<file path="src/ahfc_pkg.sv">
package ahfc_pkg;

  localparam int unsigned CFG_IDX_W = 1;
  localparam int unsigned CFG_DATA_W = 8;

  typedef enum logic [CFG_IDX_W-1:0] {
    REG_HEAD = 1'b0,
    REG_TAIL = 1'b1
  } cfg_reg_t;

  localparam logic [7:0]  HEAD_RESET = 8'hAA;
  localparam logic [7:0]  TAIL_RESET = 8'h55;
  localparam logic [15:0] CRC_INIT   = 16'hFFFF;
  localparam logic [15:0] CRC_POLY   = 16'hA001;
  localparam logic [7:0]  CHAR_BASE  = 8'h30;
  localparam logic [7:0]  CHAR_TERM  = 8'h00;
  localparam int unsigned MIN_BYTES  = 5;

  typedef enum logic [2:0] {
    ST_OK        = 3'd0,
    ST_SHORT     = 3'd1,
    ST_BAD_HEAD  = 3'd2,
    ST_BAD_LEN   = 3'd3,
    ST_BAD_CRC   = 3'd4,
    ST_BAD_TAIL  = 3'd5,
    ST_OVERLONG  = 3'd6
  } status_t;

  // input stage to frame core
  typedef struct packed {
    logic       take;
    logic [7:0] hex_char;
  } char_item_t;

  typedef struct packed {
    status_t     status;
    logic [7:0]  byte_count;
    logic [15:0] crc_value;
  } verdict_t;

  // ASCII hex digit to nibble, wrapping like 8-bit arithmetic
  function automatic logic [7:0] char_value(input logic [7:0] c);
    logic [7:0] s;
    s = c - CHAR_BASE;
    if (s > 8'd9) begin
      s = s - 8'd7;
    end
    return s;
  endfunction

  // CRC-16/MODBUS, one byte, reflected
  function automatic logic [15:0] crc_byte(input logic [15:0] crc_in, input logic [7:0] b);
    logic [15:0] crc;
    crc = crc_in ^ {8'h00, b};
    for (int k = 0; k < 8; k++) begin
      if (crc[0]) begin
        crc = (crc >> 1) ^ CRC_POLY;
      end else begin
        crc = crc >> 1;
      end
    end
    return crc;
  endfunction

endpackage

</file>
<file path="src/ahfc_frame_core.sv">
module ahfc_frame_core
  import ahfc_pkg::*;
#(
  parameter int unsigned MAX_CHARS = 256
) (
  input  logic       clk,
  input  logic       rst,
  input  char_item_t item,
  input  logic [7:0] head_value,
  input  logic [7:0] tail_value,
  output logic       term_fire,
  output verdict_t   verdict
);

  localparam int unsigned CNT_W = $clog2(MAX_CHARS + 1);
  localparam int unsigned NB_W  = CNT_W - 1;

  logic [CNT_W-1:0] char_counter;
  logic [7:0]       pending_nibble;
  logic [7:0]       recent_bytes [3];
  logic [7:0]       first_two_bytes [2];
  logic [15:0]      running_crc;
  logic             overflow_flag;

  logic             is_term;
  logic             full;
  logic [NB_W-1:0]  nb;
  logic [7:0]       nib;
  logic [7:0]       new_byte;

  assign is_term   = (item.hex_char == CHAR_TERM);
  assign term_fire = item.take && is_term;
  assign full      = (char_counter == CNT_W'(MAX_CHARS));
  assign nb        = char_counter[CNT_W-1:1];
  assign nib       = char_value(item.hex_char);
  assign new_byte  = {pending_nibble[3:0], 4'h0} + nib;

  always_ff @(posedge clk) begin
    if (rst || term_fire) begin
      char_counter       <= '0;
      pending_nibble     <= '0;
      recent_bytes[0]    <= '0;
      recent_bytes[1]    <= '0;
      recent_bytes[2]    <= '0;
      first_two_bytes[0] <= '0;
      first_two_bytes[1] <= '0;
      running_crc        <= CRC_INIT;
      overflow_flag      <= 1'b0;
    end else if (item.take) begin
      if (full) begin
        overflow_flag <= 1'b1;
      end else begin
        char_counter <= char_counter + 1'b1;
        if (!char_counter[0]) begin
          pending_nibble <= nib;
        end else begin
          if (nb < NB_W'(2)) begin
            first_two_bytes[nb[0]] <= new_byte;
          end
          // the last three bytes stay out of the CRC: shift the oldest in
          if (nb >= NB_W'(3)) begin
            running_crc <= crc_byte(running_crc, recent_bytes[0]);
          end
          recent_bytes[0] <= recent_bytes[1];
          recent_bytes[1] <= recent_bytes[2];
          recent_bytes[2] <= new_byte;
        end
      end
    end
  end

  always_comb begin
    priority if (overflow_flag) begin
      verdict.status = ST_OVERLONG;
    end else if (32'(nb) < 32'(MIN_BYTES)) begin
      verdict.status = ST_SHORT;
    end else if (first_two_bytes[0] != head_value) begin
      verdict.status = ST_BAD_HEAD;
    end else if (32'(first_two_bytes[1]) != 32'(nb)) begin
      verdict.status = ST_BAD_LEN;
    end else if (recent_bytes[0] != running_crc[7:0] ||
                 recent_bytes[1] != running_crc[15:8]) begin
      verdict.status = ST_BAD_CRC;
    end else if (recent_bytes[2] != tail_value) begin
      verdict.status = ST_BAD_TAIL;
    end else begin
      verdict.status = ST_OK;
    end
    verdict.byte_count = (32'(nb) > 32'd255) ? 8'hFF : 8'(nb);
    verdict.crc_value  = running_crc;
  end

endmodule

</file>
<file path="config.mk">
export PLATFORM = sky130hd
export DESIGN_NAME = ahfc_frame_core
export DESIGN_NICKNAME = d
export VERILOG_FILES = /design/src/ahfc_pkg.sv /design/src/ahfc_frame_core.sv
export SDC_FILE = /design/constraint.sdc
export NUM_CORES = 1
export LEC_CHECK = 0
export BUFFER_PORTS_ARGS = -buffer_cell sky130_fd_sc_hd__buf_4
export CAP_MARGIN = 10
export CORE_MARGIN = 5
export CORE_UTILIZATION = 54
export CTS_BUF_LIST = sky130_fd_sc_hd__clkbuf_8
export CTS_CLUSTER_DIAMETER = 60
export DETAILED_ROUTE_END_ITERATION = 12
export GPL_ROUTABILITY_DRIVEN = 0
export PLACE_DENSITY = 0.8
export SETUP_SLACK_MARGIN = 0.5
export SLEW_MARGIN = 25
export SYNTH_ARGS = -nofsm -noshare
export SYNTH_HDL_FRONTEND = slang
export SYNTH_SLANG_ARGS = --single-unit
</file>
<file path="constraint.sdc">
create_clock -name clk -period 3.1 [get_ports clk]
set_input_delay 0.62 -clock clk [delete_from_list [all_inputs] [get_ports clk]]
set_output_delay 0.62 -clock clk [all_outputs]
set_load 0.05 [all_outputs]
</file>
==> run_results.csv <==
group,metric,value,unit
logic_synthesis,synth.distinct_cells,46,
cts,clk_latency,0.34,ns
logic_synthesis,ys_seq_area_share,46.6,%
finish,nFillCells,490,
power,power_leakage,2.09,nW
grt,grt_max_degree,27,
worst_setup_path,path_max_fanout,4,
route,num_vias,2865,
power,power,2.14,mW
power,pwr_density_cell,436,mW/mm2
timing,fin_crit,2.92,ns
grt,track_usage,20.1,%
hold_path,min_path_type,"reg2reg",
floorplan,die_area,0.00896,mm2
finish,finalCoreUtilization,71.4,%
worst_setup_path,crit_path_frequent_cell,"xnor2_2",
worst_setup_path,r2r-end,"running_crc[0]",
worst_setup_path,r2r_cells,8,
route,ant_nets,0,
worst_setup_path,crit_buf_inv,1,
floorplan,start_util,56.3,%
run_status,outcome,"completed",
logic_synthesis,synth_area,0.00387,mm2
hold_path,hold_path_depth,2,
worst_setup_path,cp_slowest_stage_delay,0.38,ns
worst_setup_path,criticalPathCategory,"in2reg",
timing,rsz0062_at_grt,"true",
power,p_int,1.58,mW
logic_synthesis,ys_warn_count,0,
grt,grt_pass1_wl,13800,um
worst_setup_path,worst_ep_required_time,3.18,ns
worst_setup_path,r2r_start,"recent_bytes[0][0]",
logic_synthesis,ys_ff_latch,70,
finish,area_growth,26.8,%
floorplan,die_w,94.7,um
cts,cts_buffers,9,
timing,worst_pin_slew,0.626,ns
finish,diodes,0,
timing,setup_viol,0,
route,remaining_drc_errors,0,
timing,finalHoldViolations,0,
timing,fmax,342,MHz
power,power_switching,0.561,mW
timing,fin_skew,0.00859,ns
route,viasPerCell,5.28,
logic_synthesis,syn-num-nets,412,
timing,slew_headroom,58.3,%
worst_setup_path,r2r_slack,0.78,ns
route,wire_per_inst,15.8,um
cts,clk_pin_slew,0.07,ns
finish,drive_gt1_share,32.2,%
logic_synthesis,syn_area_per_cell,10.4,um2
finish,seq_area,0.00181,mm2
floorplan,die_h,94.7,um
power,p_seq_share,49.4,%
power,vdd_ir_drop_max,626,uV
timing,finalCritPeriodShare,94.3,%
grt,grt_pass1_vias,2871,
cts,cts_buffer_depth,2,
worst_setup_path,crit_path_end_kind,"flop",
finish,layout.nets,483,
route,firstDrtPassIters,4,
cts,cts_tree,"built",
placed_design,place_hpwl,6200,um
worst_setup_path,crit_chain,"buf_8, nand3b_1, and2_4, o32a_1, o21ai_2, nor2_2, xor2_1, ha_1, a21o_1, a21oi_2, xnor2_2, xnor2_2, nor2_1",
worst_setup_path,cp.depth,13,
grt,overflow,0,
power,clkPwrFrac,31.9,%
timing,fin_setup_tns,0,ns
placed_design,portBuffers,54,
grt,antenna_found_initial,0,
cts,clk_root_buffer_cell,"clkbuf_8",
finish,multi_input_area,0.00210,mm2
logic_synthesis,ys_async_sr_fraction,0,%
power,pwr-share-comb,18.7,%
cts,cts_max_level,3,
route,drt-initial-drc-count,75,
logic_synthesis,ys_top_cells_by_count,"edfxtp_1, nor2_1, xnor2_1, xor2_1, nand2_1",
worst_setup_path,crit_path_start_kind,"input port",
logic_synthesis,synth-edff-count,40,
logic_synthesis,synth_cells,371,
logic_synthesis,synth.top_cell.area_share,31.0,%
route,routed_wl,8560,um
hold_path,min_to,"running_crc[5]",
power,switching_share,26.2,%
floorplan,fp-row-count,30,
cts,ctsHoldBuffers,0,
worst_setup_path,crit_slowest_cell,"o32a_1",
hold_path,min_from,"running_crc[5]",
logic_synthesis,yosysTopAreaCell,"edfxtp_1",
floorplan,design.core.area,0.00687,mm2
logic_synthesis,netlist_top_cells_area,"edfxtp_1, dfxtp_1, xnor2_1, xor2_1, ha_1",
worst_setup_path,cp.arrival,3.00,ns
worst_setup_path,path_delay_family,"compound AO/OA/AOI/OAI gates",
floorplan,io_pins,55,
logic_synthesis,synth_ff_type,"edfxtp_1",
flow_run,max_cap_viol_count,0,
logic_synthesis,synth.most_common_cell,"edfxtp_1",
timing,final_max_slew_viol_count,0,
cts,cts_sinks,70,
-- placed cells by master (no fill, tap or decap), types with 5 or more instances in the layout --
master,n
a21oi_1,8
and2_1,16
buf_4,75
buf_6,5
clkbuf_8,9
dfxtp_1,23
dfxtp_2,7
edfxtp_1,40
ha_1,11
inv_1,13
mux2i_1,9
nand2_1,28
nand4_1,9
nor2_1,34
nor2_2,12
o211ai_1,13
o21ai_0,5
xnor2_1,30
xor2_1,33
-- worst max-delay path by stage --
stage            start  slack, ns                    end
3_5_place_dp   item[4]      -0.10  first_two_bytes[0][7]
6_report       item[7]       0.18    recent_bytes[0][23]
2_1_floorplan  item[4]       0.02  first_two_bytes[0][7]
3_3_place_gp   item[4]      -0.02  first_two_bytes[0][7]
5_1_grt        item[7]       0.16    recent_bytes[0][23]
4_1_cts        item[4]       0.34    recent_bytes[0][23]
-- metal layers --
metal | part of all wire (%) | wire, um | track usage, % | vias to the layer above
met5 | 0 | 0 | 0 | -
met4 | 1.6 | 141 | 6.85 | 0
met3 | 5.3 | 450 | 5.58 | 15
met2 | 50 | 4270 | 33.5 | 83
met1 | 43 | 3690 | 25.1 | 1355
li1 | - | - | - | 1412
-- power by group through the flow --
| stage | Combinational (mW) | Clock (mW) | Sequential [mW] |
|---|---|---|---|
| 2_1_floorplan | 0.241 | 0 | 1.06 |
| 3_3_place_gp | 0.334 | 0 | 1.07 |
| 3_5_place_dp | 0.345 | 0 | 1.07 |
| 4_1_cts | 0.380 | 0.693 | 1.05 |
| 5_1_grt | 0.428 | 0.729 | 1.06 |
| 6_report | 0.399 | 0.683 | 1.06 |
-- registers in the layout, summed over array words and instances, names as in the netlist --
name	flops
char_counter	9
overflow_flag	1
first_two_bytes	16
recent_bytes	24
pending_nibble	4
running_crc	16
-- worst reg2reg max path: stages, from the launching register on --
cell and delay, ns:
edfxtp_1 0.41, xnor2_2 0.16, ha_1 0.35, xnor3_1 0.41, xor3_1 0.27, xnor3_1 0.28
xnor2_1 0.14, mux2i_1 0.12, nand2_1 0.06
-- kinds of logic (layout without fill, tap and decap cells) --
kind of cell | count (synthesis) | in the layout | share of synthesized area [%]
and+or+nand+nor | 129 | 129 | 16.9
xor gates and xnor gates | 72 | 72 | 17.4
DFF | 70 | 70 | 46.6
AOI/OAI and AO/OA | 43 | 43 | 7.50
buffers and inverters | 34 | 110 | 4.56
adders and majority gates | 14 | 14 | 4.72
muxes | 9 | 9 | 2.33
-- through the flow --
stage | std cells | hold slack, ns | area [um2] | setup slack (ns)
floorplan | 371 | 0.511 | 4010 | 0.0160
global placement | 518 | 0.484 | 4520 | -0.0167
detailed placement | 518 | 0.504 | 4520 | -0.102
CTS | 541 | 0.543 | 4850 | 0.335
global route | 543 | 0.554 | 4910 | 0.156
finish | 543 | 0.536 | 4910 | 0.178
-- repair_timing --
action | 4_1_cts | 5_1_grt
setup buffers | 7 | 2
endpoints found under the setup margin | 11 | 28
resized for setup | 16 | 15
pin swaps | 20 | 6
-- layout make-up --
type | instances | area share (%)
Tap cell | 96 | 2.45
Clock inverter | 7 | 1.17
Timing Repair Buffer | 82 | 13.2
Multi-Input combinational cell | 267 | 42.8
Inverter | 12 | 0.918
Sequential cell | 70 | 36.9
Clock buffer | 9 | 2.52
No activity file was read; power rests on OpenSTA's default activity.
